==> src/design/dts_pkg.sv <==
// Package for the DTMF tone synthesizer: request codes, step and sine tables, key decode.
// No dependencies.
package dts_pkg;

    localparam logic [1:0] ACT_START  = 2'd0;
    localparam logic [1:0] ACT_SAMPLE = 2'd1;
    localparam logic [1:0] ACT_MS     = 2'd2;

    localparam int SINE_DEPTH = 128;
    localparam int SINE_W     = 7;
    localparam int SINE_AW    = $clog2(SINE_DEPTH);
    localparam int STEP_W     = 7;
    localparam int PHASE_W    = 16;
    localparam int LEVEL_W    = 8;
    localparam int DUR_W      = 16;
    localparam int IDX_LSB    = 3;
    localparam logic [PHASE_W-1:0] IDX_ROUND = 16'd4;

    localparam logic [STEP_W-1:0] LOW_STEP_TABLE [5] = '{7'd0, 7'd46, 7'd50, 7'd56, 7'd61};
    localparam logic [STEP_W-1:0] HIGH_STEP_TABLE [5] = '{7'd0, 7'd79, 7'd87, 7'd96, 7'd107};

    localparam logic [SINE_W-1:0] SINE_TABLE [SINE_DEPTH] = '{
        7'd64, 7'd67, 7'd70, 7'd73, 7'd76, 7'd79, 7'd82, 7'd85,
        7'd88, 7'd91, 7'd94, 7'd96, 7'd99, 7'd102, 7'd104, 7'd106,
        7'd109, 7'd111, 7'd113, 7'd115, 7'd117, 7'd118, 7'd120, 7'd121,
        7'd123, 7'd124, 7'd125, 7'd126, 7'd126, 7'd127, 7'd127, 7'd127,
        7'd127, 7'd127, 7'd127, 7'd127, 7'd126, 7'd126, 7'd125, 7'd124,
        7'd123, 7'd121, 7'd120, 7'd118, 7'd117, 7'd115, 7'd113, 7'd111,
        7'd109, 7'd106, 7'd104, 7'd102, 7'd99, 7'd96, 7'd94, 7'd91,
        7'd88, 7'd85, 7'd82, 7'd79, 7'd76, 7'd73, 7'd70, 7'd67,
        7'd64, 7'd60, 7'd57, 7'd54, 7'd51, 7'd48, 7'd45, 7'd42,
        7'd39, 7'd36, 7'd33, 7'd31, 7'd28, 7'd25, 7'd23, 7'd21,
        7'd18, 7'd16, 7'd14, 7'd12, 7'd10, 7'd9, 7'd7, 7'd6,
        7'd4, 7'd3, 7'd2, 7'd1, 7'd1, 7'd0, 7'd0, 7'd0,
        7'd0, 7'd0, 7'd0, 7'd0, 7'd1, 7'd1, 7'd2, 7'd3,
        7'd4, 7'd6, 7'd7, 7'd9, 7'd10, 7'd12, 7'd14, 7'd16,
        7'd18, 7'd21, 7'd23, 7'd25, 7'd28, 7'd31, 7'd33, 7'd36,
        7'd39, 7'd42, 7'd45, 7'd48, 7'd51, 7'd54, 7'd57, 7'd60
    };

    typedef struct packed {
        logic       valid;
        logic [2:0] low_sel;
        logic [2:0] high_sel;
    } key_t;

    // Pipeline control between the phase stage and the mix stage.
    typedef struct packed {
        logic mix;
        logic stop;
        logic active;
        logic accepted;
    } stage_ctrl_t;

    function automatic key_t key_decode(input logic [7:0] ch);
        key_t k;
        k = '{valid: 1'b1, low_sel: 3'd0, high_sel: 3'd0};
        unique case (ch) inside
            8'h31:        begin k.low_sel = 3'd1; k.high_sel = 3'd1; end
            8'h32:        begin k.low_sel = 3'd1; k.high_sel = 3'd2; end
            8'h33:        begin k.low_sel = 3'd1; k.high_sel = 3'd3; end
            8'h41, 8'h61: begin k.low_sel = 3'd1; k.high_sel = 3'd4; end
            8'h34:        begin k.low_sel = 3'd2; k.high_sel = 3'd1; end
            8'h35:        begin k.low_sel = 3'd2; k.high_sel = 3'd2; end
            8'h36:        begin k.low_sel = 3'd2; k.high_sel = 3'd3; end
            8'h42, 8'h62: begin k.low_sel = 3'd2; k.high_sel = 3'd4; end
            8'h37:        begin k.low_sel = 3'd3; k.high_sel = 3'd1; end
            8'h38:        begin k.low_sel = 3'd3; k.high_sel = 3'd2; end
            8'h39:        begin k.low_sel = 3'd3; k.high_sel = 3'd3; end
            8'h43, 8'h63: begin k.low_sel = 3'd3; k.high_sel = 3'd4; end
            8'h2A:        begin k.low_sel = 3'd4; k.high_sel = 3'd1; end
            8'h30:        begin k.low_sel = 3'd4; k.high_sel = 3'd2; end
            8'h23:        begin k.low_sel = 3'd4; k.high_sel = 3'd3; end
            8'h44, 8'h64: begin k.low_sel = 3'd4; k.high_sel = 3'd4; end
            default:      k.valid = 1'b0;
        endcase
        return k;
    endfunction

endpackage

==> src/design/dts_ram.sv <==
// Generic single-write, single-read synchronous RAM with registered read data.
// No dependencies.
module dts_ram #(
    parameter int WIDTH = 8,
    parameter int DEPTH = 128,
    localparam int AW = $clog2(DEPTH)
) (
    input  logic             clk,
    input  logic             we,
    input  logic [AW-1:0]    waddr,
    input  logic [WIDTH-1:0] wdata,
    input  logic             re,
    input  logic [AW-1:0]    raddr,
    output logic [WIDTH-1:0] rdata
);

    logic [WIDTH-1:0] mem [DEPTH];
    logic [WIDTH-1:0] rdata_reg;

    always_ff @(posedge clk)
    begin
        if (we)
        begin
            mem[waddr] <= wdata;
        end
        if (re)
        begin
            rdata_reg <= mem[raddr];
        end
    end

    assign rdata = rdata_reg;

endmodule

==> src/design/dtmf_tone_synthesizer.sv <==
// DTMF tone synthesizer top level: phase stage, sine RAM lookup, mix stage, output register.
// Depends on dts_pkg and dts_ram.
//
// Takes one request per clock while in_ready is high, and returns one result per request;
// the request is registered in the phase stage and the result in the output register, which
// holds it while out_ready is low. The phase stage, which sets the rate, updates both
// accumulators, the tone timer and the key steps together and issues the two sine lookups to
// the RAMs; the level is then mixed from the registered RAM data. After reset the two sine
// RAMs are loaded from the package table, one entry per cycle: in_ready stays low until the last entry is written.
module dtmf_tone_synthesizer
    import dts_pkg::*;
(
    input  logic               clk,
    input  logic               rst_n,
    input  logic               in_valid,
    output logic               in_ready,
    input  logic [1:0]         action,
    input  logic [7:0]         char_code,
    input  logic [DUR_W-1:0]   duration_ms,
    output logic               out_valid,
    input  logic               out_ready,
    output logic [LEVEL_W-1:0] pwm_level,
    output logic               tone_active,
    output logic               accepted
);

    logic [SINE_AW-1:0] init_addr_reg;
    logic               init_done_reg;

    logic [PHASE_W-1:0] low_phase_reg, low_phase_next;
    logic [PHASE_W-1:0] high_phase_reg, high_phase_next;
    logic [STEP_W-1:0]  low_step_reg, low_step_next;
    logic [STEP_W-1:0]  high_step_reg, high_step_next;
    logic [DUR_W-1:0]   remaining_reg, remaining_next;
    logic               running_reg, running_next;

    logic               p1_valid_reg;
    stage_ctrl_t        p1_ctrl_reg, p1_ctrl_next;

    logic               out_valid_reg;
    logic               out_active_reg;
    logic               out_accepted_reg;
    logic [LEVEL_W-1:0] level_reg, level_next;

    logic               take;
    logic               en1;
    logic               en2;
    key_t               key;
    logic [PHASE_W-1:0] low_round;
    logic [PHASE_W-1:0] high_round;
    logic [SINE_W-1:0]  low_sine;
    logic [SINE_W-1:0]  high_sine;
    logic [SINE_W-1:0]  low_scaled;

    assign en2      = !out_valid_reg || out_ready;
    assign en1      = !p1_valid_reg || en2;
    assign in_ready = init_done_reg && en1;
    assign take     = in_valid && in_ready;
    assign key      = key_decode(char_code);

    // sine table load
    always_ff @(posedge clk or negedge rst_n)
    begin
        if (!rst_n)
        begin
            init_addr_reg <= '0;
            init_done_reg <= 1'b0;
        end
        else if (!init_done_reg)
        begin
            init_addr_reg <= init_addr_reg + 1'b1;
            if (init_addr_reg == SINE_AW'(SINE_DEPTH - 1))
            begin
                init_done_reg <= 1'b1;
            end
        end
    end

    // phase stage
    always_comb
    begin
        low_phase_next  = low_phase_reg;
        high_phase_next = high_phase_reg;
        low_step_next   = low_step_reg;
        high_step_next  = high_step_reg;
        remaining_next  = remaining_reg;
        running_next    = running_reg;
        p1_ctrl_next    = '{mix: 1'b0, stop: 1'b0, active: 1'b0, accepted: 1'b0};
        unique case (action)
            ACT_START:
            begin
                if (!key.valid)
                begin
                    running_next      = 1'b0;
                    remaining_next    = '0;
                    p1_ctrl_next.stop = 1'b1;
                end
                else
                begin
                    p1_ctrl_next.accepted = 1'b1;
                    low_step_next  = LOW_STEP_TABLE[key.low_sel];
                    high_step_next = HIGH_STEP_TABLE[key.high_sel];
                    if (duration_ms == '0)
                    begin
                        running_next      = 1'b0;
                        remaining_next    = '0;
                        p1_ctrl_next.stop = 1'b1;
                    end
                    else
                    begin
                        remaining_next = duration_ms;
                        running_next   = 1'b1;
                    end
                end
            end
            ACT_SAMPLE:
            begin
                if (running_reg)
                begin
                    low_phase_next   = low_phase_reg + PHASE_W'(low_step_reg);
                    high_phase_next  = high_phase_reg + PHASE_W'(high_step_reg);
                    p1_ctrl_next.mix = 1'b1;
                end
            end
            ACT_MS:
            begin
                if (running_reg)
                begin
                    if (remaining_reg <= DUR_W'(1))
                    begin
                        running_next      = 1'b0;
                        remaining_next    = '0;
                        p1_ctrl_next.stop = 1'b1;
                    end
                    else
                    begin
                        remaining_next = remaining_reg - 1'b1;
                    end
                end
            end
            default:
            begin
            end
        endcase
        p1_ctrl_next.active = running_next;
    end

    assign low_round  = low_phase_next + IDX_ROUND;
    assign high_round = high_phase_next + IDX_ROUND;

    always_ff @(posedge clk or negedge rst_n)
    begin
        if (!rst_n)
        begin
            low_phase_reg  <= '0;
            high_phase_reg <= '0;
            low_step_reg   <= '0;
            high_step_reg  <= '0;
            remaining_reg  <= '0;
            running_reg    <= 1'b0;
            p1_valid_reg   <= 1'b0;
            p1_ctrl_reg    <= '0;
        end
        else
        begin
            if (take)
            begin
                low_phase_reg  <= low_phase_next;
                high_phase_reg <= high_phase_next;
                low_step_reg   <= low_step_next;
                high_step_reg  <= high_step_next;
                remaining_reg  <= remaining_next;
                running_reg    <= running_next;
                p1_ctrl_reg    <= p1_ctrl_next;
            end
            if (en1)
            begin
                p1_valid_reg <= take;
            end
        end
    end

    dts_ram #(
        .WIDTH (SINE_W),
        .DEPTH (SINE_DEPTH)
    ) u_low_ram (
        .clk   (clk),
        .we    (!init_done_reg),
        .waddr (init_addr_reg),
        .wdata (SINE_TABLE[init_addr_reg]),
        .re    (en1),
        .raddr (low_round[IDX_LSB +: SINE_AW]),
        .rdata (low_sine)
    );

    dts_ram #(
        .WIDTH (SINE_W),
        .DEPTH (SINE_DEPTH)
    ) u_high_ram (
        .clk   (clk),
        .we    (!init_done_reg),
        .waddr (init_addr_reg),
        .wdata (SINE_TABLE[init_addr_reg]),
        .re    (en1),
        .raddr (high_round[IDX_LSB +: SINE_AW]),
        .rdata (high_sine)
    );

    // mix stage: high + 3/4 low
    assign low_scaled = low_sine - (low_sine >> 2);

    always_comb
    begin
        level_next = level_reg;
        if (p1_ctrl_reg.mix)
        begin
            level_next = LEVEL_W'(high_sine) + LEVEL_W'(low_scaled);
        end
        else if (p1_ctrl_reg.stop)
        begin
            level_next = '0;
        end
    end

    always_ff @(posedge clk or negedge rst_n)
    begin
        if (!rst_n)
        begin
            out_valid_reg    <= 1'b0;
            out_active_reg   <= 1'b0;
            out_accepted_reg <= 1'b0;
            level_reg        <= '0;
        end
        else if (en2)
        begin
            out_valid_reg <= p1_valid_reg;
            if (p1_valid_reg)
            begin
                level_reg        <= level_next;
                out_active_reg   <= p1_ctrl_reg.active;
                out_accepted_reg <= p1_ctrl_reg.accepted;
            end
        end
    end

    assign out_valid   = out_valid_reg;
    assign pwm_level   = level_reg;
    assign tone_active = out_active_reg;
    assign accepted    = out_accepted_reg;

endmodule

==> config.mk <==
export PLATFORM = sky130hd
export DESIGN_NAME = dtmf_tone_synthesizer
export DESIGN_NICKNAME = d
export VERILOG_FILES = /design/src/design/dts_pkg.sv /design/src/design/dts_ram.sv /design/src/design/dtmf_tone_synthesizer.sv
export SDC_FILE = /design/constraint.sdc
export NUM_CORES = 2
export LEC_CHECK = 0
export BUFFER_PORTS_ARGS = -buffer_cell sky130_fd_sc_hd__buf_2
export CORE_MARGIN = 2
export CORE_UTILIZATION = 50
export DETAILED_ROUTE_END_ITERATION = 10
export GPL_ROUTABILITY_DRIVEN = 0
export PLACE_DENSITY = 0.66
export SYNTH_ARGS = -nofsm -noshare
export SYNTH_HDL_FRONTEND = slang
export SYNTH_SLANG_ARGS = --single-unit
==> constraint.sdc <==
create_clock -name clk -period 8.6 [get_ports clk]
set_clock_uncertainty 0.2 [all_clocks]
set_input_delay 0.86 -clock clk [delete_from_list [all_inputs] [get_ports clk]]
set_output_delay 0.86 -clock clk [all_outputs]
set_load 0.02 [all_outputs]
Yosys cells after proc, flatten, opt, wreduce, memory -nomap -nowiden
Memory sizes are Yosys's and may differ from the RTL's. A register that Yosys moved wholly into a read port is not among the register bits. Cells that the tools add are included.

Register bits: 72. Output and inout port bits: 12. Memories: 5. Logic and storage cells: 110. Memory bits (writable): 1792. Memory bits (read-only): 1008. Bits of input ports: 30.

Memories: (name not given) (depth 128, width 7, rd ports 1, clocked after memory_dff 0, wr ports 0, line dtmf_tone_synthesizer.sv:203) `.wdata (SINE_TABLE[init_addr_reg]),`; u_high_ram.mem (depth 128, width 7, rd ports 1, clocked after memory_dff 1, wr ports 1, line dts_ram.sv:17) `logic [WIDTH-1:0] mem [DEPTH];`; u_low_ram.mem (depth 128, width 7, rd ports 1, clocked after memory_dff 1, wr ports 1, line dts_ram.sv:17); (name not given) (depth 8, width 7, rd ports 1, clocked after memory_dff 1, wr ports 0, line dtmf_tone_synthesizer.sv:102) `high_step_next = HIGH_STEP_TABLE[key.high_sel];`; (name not given) (depth 8, width 7, rd ports 1, clocked after memory_dff 1, wr ports 0, line dtmf_tone_synthesizer.sv:101) `low_step_next = LOW_STEP_TABLE[key.low_sel];`.

Bitwise logic cells: 3. $add $sub $neg: 8. $lt $le $gt $ge: 2. Equality and inequality tests: 24. Reduce and logical (&&, ||, !) cells: 22. Multiplexer cells: 32.

Operators with widths (count): $mux W16 (8); $eq A8 B6 Y1 const B (12); $pmux W6 S16 (1); $eq A8 B7 Y1 const B (8); $add A16 B7 Y16 (2); $pmux W16 S2 (1); $add A10 B3 Y10 const B (2); $reduce_or A20 Y1 (1); $le A16 B1 Y1 const B (1); $logic_not A16 Y1 (1); $mux W1 (16); $mux W8 (2); $sub A16 B1 Y16 const B (1); $mux W7 (2); $reduce_and A3 Y1 (3); $add A7 B7 Y8 (1); $ge A8 B8 Y1 const B (1); $not A3 Y4 (2); $not A7 Y8 (1); $reduce_or A2 Y1 (4); $add A7 B1 Y7 const B (1); $eq A7 B7 Y1 const B (1); $sub A7 B5 Y7 (1); $logic_not A1 Y1 (4); 9 further kinds (14).

Depth between registers and ports, before layout
Depth after elaboration: 6. Gate-level depth with buffers: 20. Gate-level depth less buffers: 17.

Hierarchy
From an unflattened synthesis, not the netlist that was laid out.

Cells, all modules: 3660. Area total of the unflattened synthesis: 75934.1 µm².

Modules (own cells, without submodules): dts_ram (area an instance 34877.2 µm², seq. area each 27116.0 µm², cells an instance 1453, instances 2); dtmf_tone_synthesizer (area an instance 6179.7 µm², seq. area each 1801.7 µm², cells an instance 754, instances 1).

Least setup slack after synthesis
Ideal clock, no wire load.

Path kind: register -> register. From: register init_addr_reg[2]. To: memory u_high_ram.mem[119][5] in the netlist's numbering, data pin. Path buffers: 1. Cell stages (with the launch flop): 7. Library setup time: 1.196 ns. Period minus slack after synthesis: 7.669 ns. Data required time: 7.204 ns. Path slack: 0.931 ns. Arrival: 6.273 ns. Path through: dfrtp_1 clkbuf_1 inv_1 ha_1 nor2_1 o22ai_1 o21ai_0.

Longest elaborated chain between the ends: 4.

RTL lines: start: declaration (line dtmf_tone_synthesizer.sv:27) `logic [SINE_AW-1:0] init_addr_reg;`; start signal: assignment (line dtmf_tone_synthesizer.sv:71) `init_addr_reg <= init_addr_reg + 1'b1;`; $not A7 Y8 (implied by the code) (line dtmf_tone_synthesizer.sv:203); $mem_v2 Z128 W7; $mux W7 (implied by the code) (2 in series) (line dtmf_tone_synthesizer.sv:203); named net u_high_ram.wdata[5] (line dts_ram.sv:11) `input logic [WIDTH-1:0] wdata,`; end: declaration (line dts_ram.sv:17).

The timed path passes the listed nets, and every way through them passes these cells. The select of a mux whose other input is x is not followed.

Final worst setup path
From: register low_phase_reg[1]. To: register u_low_ram.rdata_reg[1], in the netlist u_low_ram.rdata[1], read port of u_low_ram.mem, data pin.

Longest elaborated chain between the ends: 4.

RTL lines: start: declaration (line dtmf_tone_synthesizer.sv:30) `logic [PHASE_W-1:0] low_phase_reg, low_phase_next;`; start signal: assignment (line dtmf_tone_synthesizer.sv:168) `low_phase_reg <= low_phase_next;`; $add A16 B7 Y16 (line dtmf_tone_synthesizer.sv:120) `low_phase_next = low_phase_reg + PHASE_W'(low_step_reg);`; $mux W16 (line dtmf_tone_synthesizer.sv:118) `if (running_reg)`; $mux W16 (line dtmf_tone_synthesizer.sv:89) `unique case (action)`; named net low_phase_next[3] (line dtmf_tone_synthesizer.sv:30); $add A10 B3 Y10 (line dtmf_tone_synthesizer.sv:148) `assign low_round = low_phase_next + IDX_ROUND;`; end: declaration (line dts_ram.sv:18) `logic [WIDTH-1:0] rdata_reg;`.

The timed path passes the listed nets, and every way through them passes these cells. A chain may end at the register's enable or synchronous reset.

==> out/results.ini <==
[outcome]
outcome = completed

[timing]
rsz0062_at_grt = no
tns_ns = 0
slew_violations = 0
setup_violations = 0
fin_crit_ns = 6.234
slew_headroom_pct = 6.468
worstMarginPinSlew_ns = 1.398
fin_crit_sh_pct = 72.48
fmax_mhz = 160.4
hold_violations = 0

[critical_path]
critPathKind = reg -> reg
cp.required_ns = 8.89
cp-end-kind = flip-flop
arrival_ns = 6.52
cpPeakStageDelay_ns = 1.12
path_depth = 15
cp_max_fo = 8
cp_cell_sequence = ha_1 > a211oi_1 > nor2_1 > xnor2_1 > o21ai_0 > ha_4 > nand2_1 > o31a_1 > a21oi_2 > xnor2_4 > nor2_1 > a22oi_1 > a31oi_1 > o21ai_0 > o32ai_1
worstRegToRegCells = 15
critPathSlowestCell = nor2_1
crit_buf_inv = 0
startpoint_type = flip-flop
critical_path.top_delay_family = compound AO/OA/AOI/OAI gates

[cts]
root_buffer = clkbuf_16
htree_levels = 3
numCtsBuffers = 104
cts_tree = done
cts_resized = 0
cts_buffer_depth = 3
cts_sinks = 982
cts_hold_buf = 0
cts_setup_buffers = 0
clk_pin_slew_worst_paths_ns = 0.06
clkLatencyLatePin_ns = 0.71

[final_layout]
final_cell_mix = edfxtp_1, nand2_1, mux4_2, nor2_1
synthToLayoutAreaGrowth_pct = 10.02
finalInstanceArea_sq_um = 54070
layout-drive-gt1-share_pct = 22.65
largest_reg_flops = 784
finalCoreUtilization_pct = 55.74
stdcell_count = 4681
final_common_cell = edfxtp_1
finalNetCount = 3405

[global_route]
grt_overflow = 0
grt_pass1_wl_um = 216700
use_met1_pct = 38.50
grt_use_total_pct = 29.11
antenna_found_initial = 6
grt-busiest-layer = met2
grt_max_degree = 145
met3_usage_pct = 7.319
grt_pass1_vias = 32070
use_met2_pct = 45.13

[logic_synthesis]
synth_edf_count = 910
async_flop_share_pct = 7.332
ys_types = 87
synth.largest_area_cell = edfxtp_1
syn-num-nets = 3421
ys_seq_area_share_pct = 59.27
yosys_warnings = 0
synth_area_per_cell_sq_um = 14.74
synthCells = 3335
netlist_top_cells_area = edfxtp_1, mux4_2, dfrtp_1
synth_top_area_share_pct = 55.61
ys_seq_elements = 982
ys.flop_type = edfxtp_1
syn-cell-area_sq_um = 49140

[floorplan]
row_count = 114
die_y_um = 317.5
ios = 42
start_util_pct = 50.67
dieArea_sq_um = 100800
die_w_um = 317.5
core_sq_um = 96990

[worst_hold_path]
hold_class = in -> async

[job]
maxCapViolations = 0

[routing]
drt-initial-drc-count = 4598
vias = 32400
drtPass1Iterations = 5
route.detailed.drc = 0
vias_per_cell = 6.921
drt-total-wl_um = 148000
wl_per_cell_um = 31.61
ant_nets = 0

[pwr]
peakVddDrop_v = 0.0001494
power_leakage_nw = 16.03
total_power_mw = 9.779
power_density_nw_per_um2 = 180.9

[placed_design]
dp_hpwl_um = 93020
io_buffers = 41
placed_area_sq_um = 50600
place_inst = 4489

==> cell type report <==
type | instances | area (sq um)
Fill cell | 7568 | 42920
Clock buffer | 129 | 2791
Antenna cell | 1 | 2.502
Tap cell | 1276 | 1597
Sequential cell | 982 | 29130
Inverter | 42 | 157.7
Timing Repair Buffer | 100 | 763.2
Clock inverter | 62 | 670.6
Multi-Input combinational cell | 2089 | 18960
==> where the power goes <==
group | internal [mW] | switching, mW
logic | 0.0116 | 0.0252
clock network | 2.67 | 1.93
registers | 5.14 | 0
total | 7.82 | 1.96
==> metrics by stage <==
step           hold slack (ns)  worst slack, ns
2_1_floorplan           0.2431           0.9310
3_3_place_gp            0.2585            2.419
3_5_place_dp            0.2745            2.342
4_1_cts                 0.1212            2.475
5_1_grt                 0.1891            2.148
6_report               0.08442            2.366
==> cells in the mapped netlist, types with 33 or more instances <==
cell,number
o21ai_0,111
nor3_1,39
mux4_2,377
dfrtp_1,72
mux2_2,97
a31oi_1,33
inv_1,41
a21oi_1,101
nor2_1,259
nand2_1,442
ha_1,52
o22ai_1,54
mux2i_1,85
nand3_1,98
clkbuf_1,111
buf_2,64
edfxtp_1,910
==> final timing paths <==
path                                        from                 end  slack, ns
max in group asynchronous                  rst_n        pwm_level[1]       7.48
worst min register to register      pwm_level[0]        pwm_level[0]       0.28
worst max register to register  low_phase_reg[1]  u_low_ram.rdata[1]       2.37
worst max-delay path            low_phase_reg[1]  u_low_ram.rdata[1]       2.37
worst min-delay path                       rst_n    high_step_reg[5]       0.08
min in group clk                  duration_ms[8]    remaining_reg[8]       0.27
==> cells by family (layout without fill, tap and decap cells) <==
| group | after synthesis | in the layout | synth area share, % |
|---|---|---|---|
| compound gates | 468 | 468 | 6.154 |
| buf+inv | 264 | 333 | 2.546 |
| flops | 982 | 982 | 59.27 |
| other cells | 0 | 1 | 0 |
| simple gates | 959 | 959 | 8.397 |
| fa+ha+maj | 56 | 56 | 1.487 |
| mux | 560 | 560 | 21.25 |
| xor+xnor | 46 | 46 | 0.8886 |
==> metal layers <==
metal  vias to the layer above  wire length [um]
met2                      2195             67930
met3                       448             17080
met4                        14              8339
met5                         -               145
met1                     16560             54470
li1                      13190                 -
Note: power is estimated with default switching activity, not from simulation.
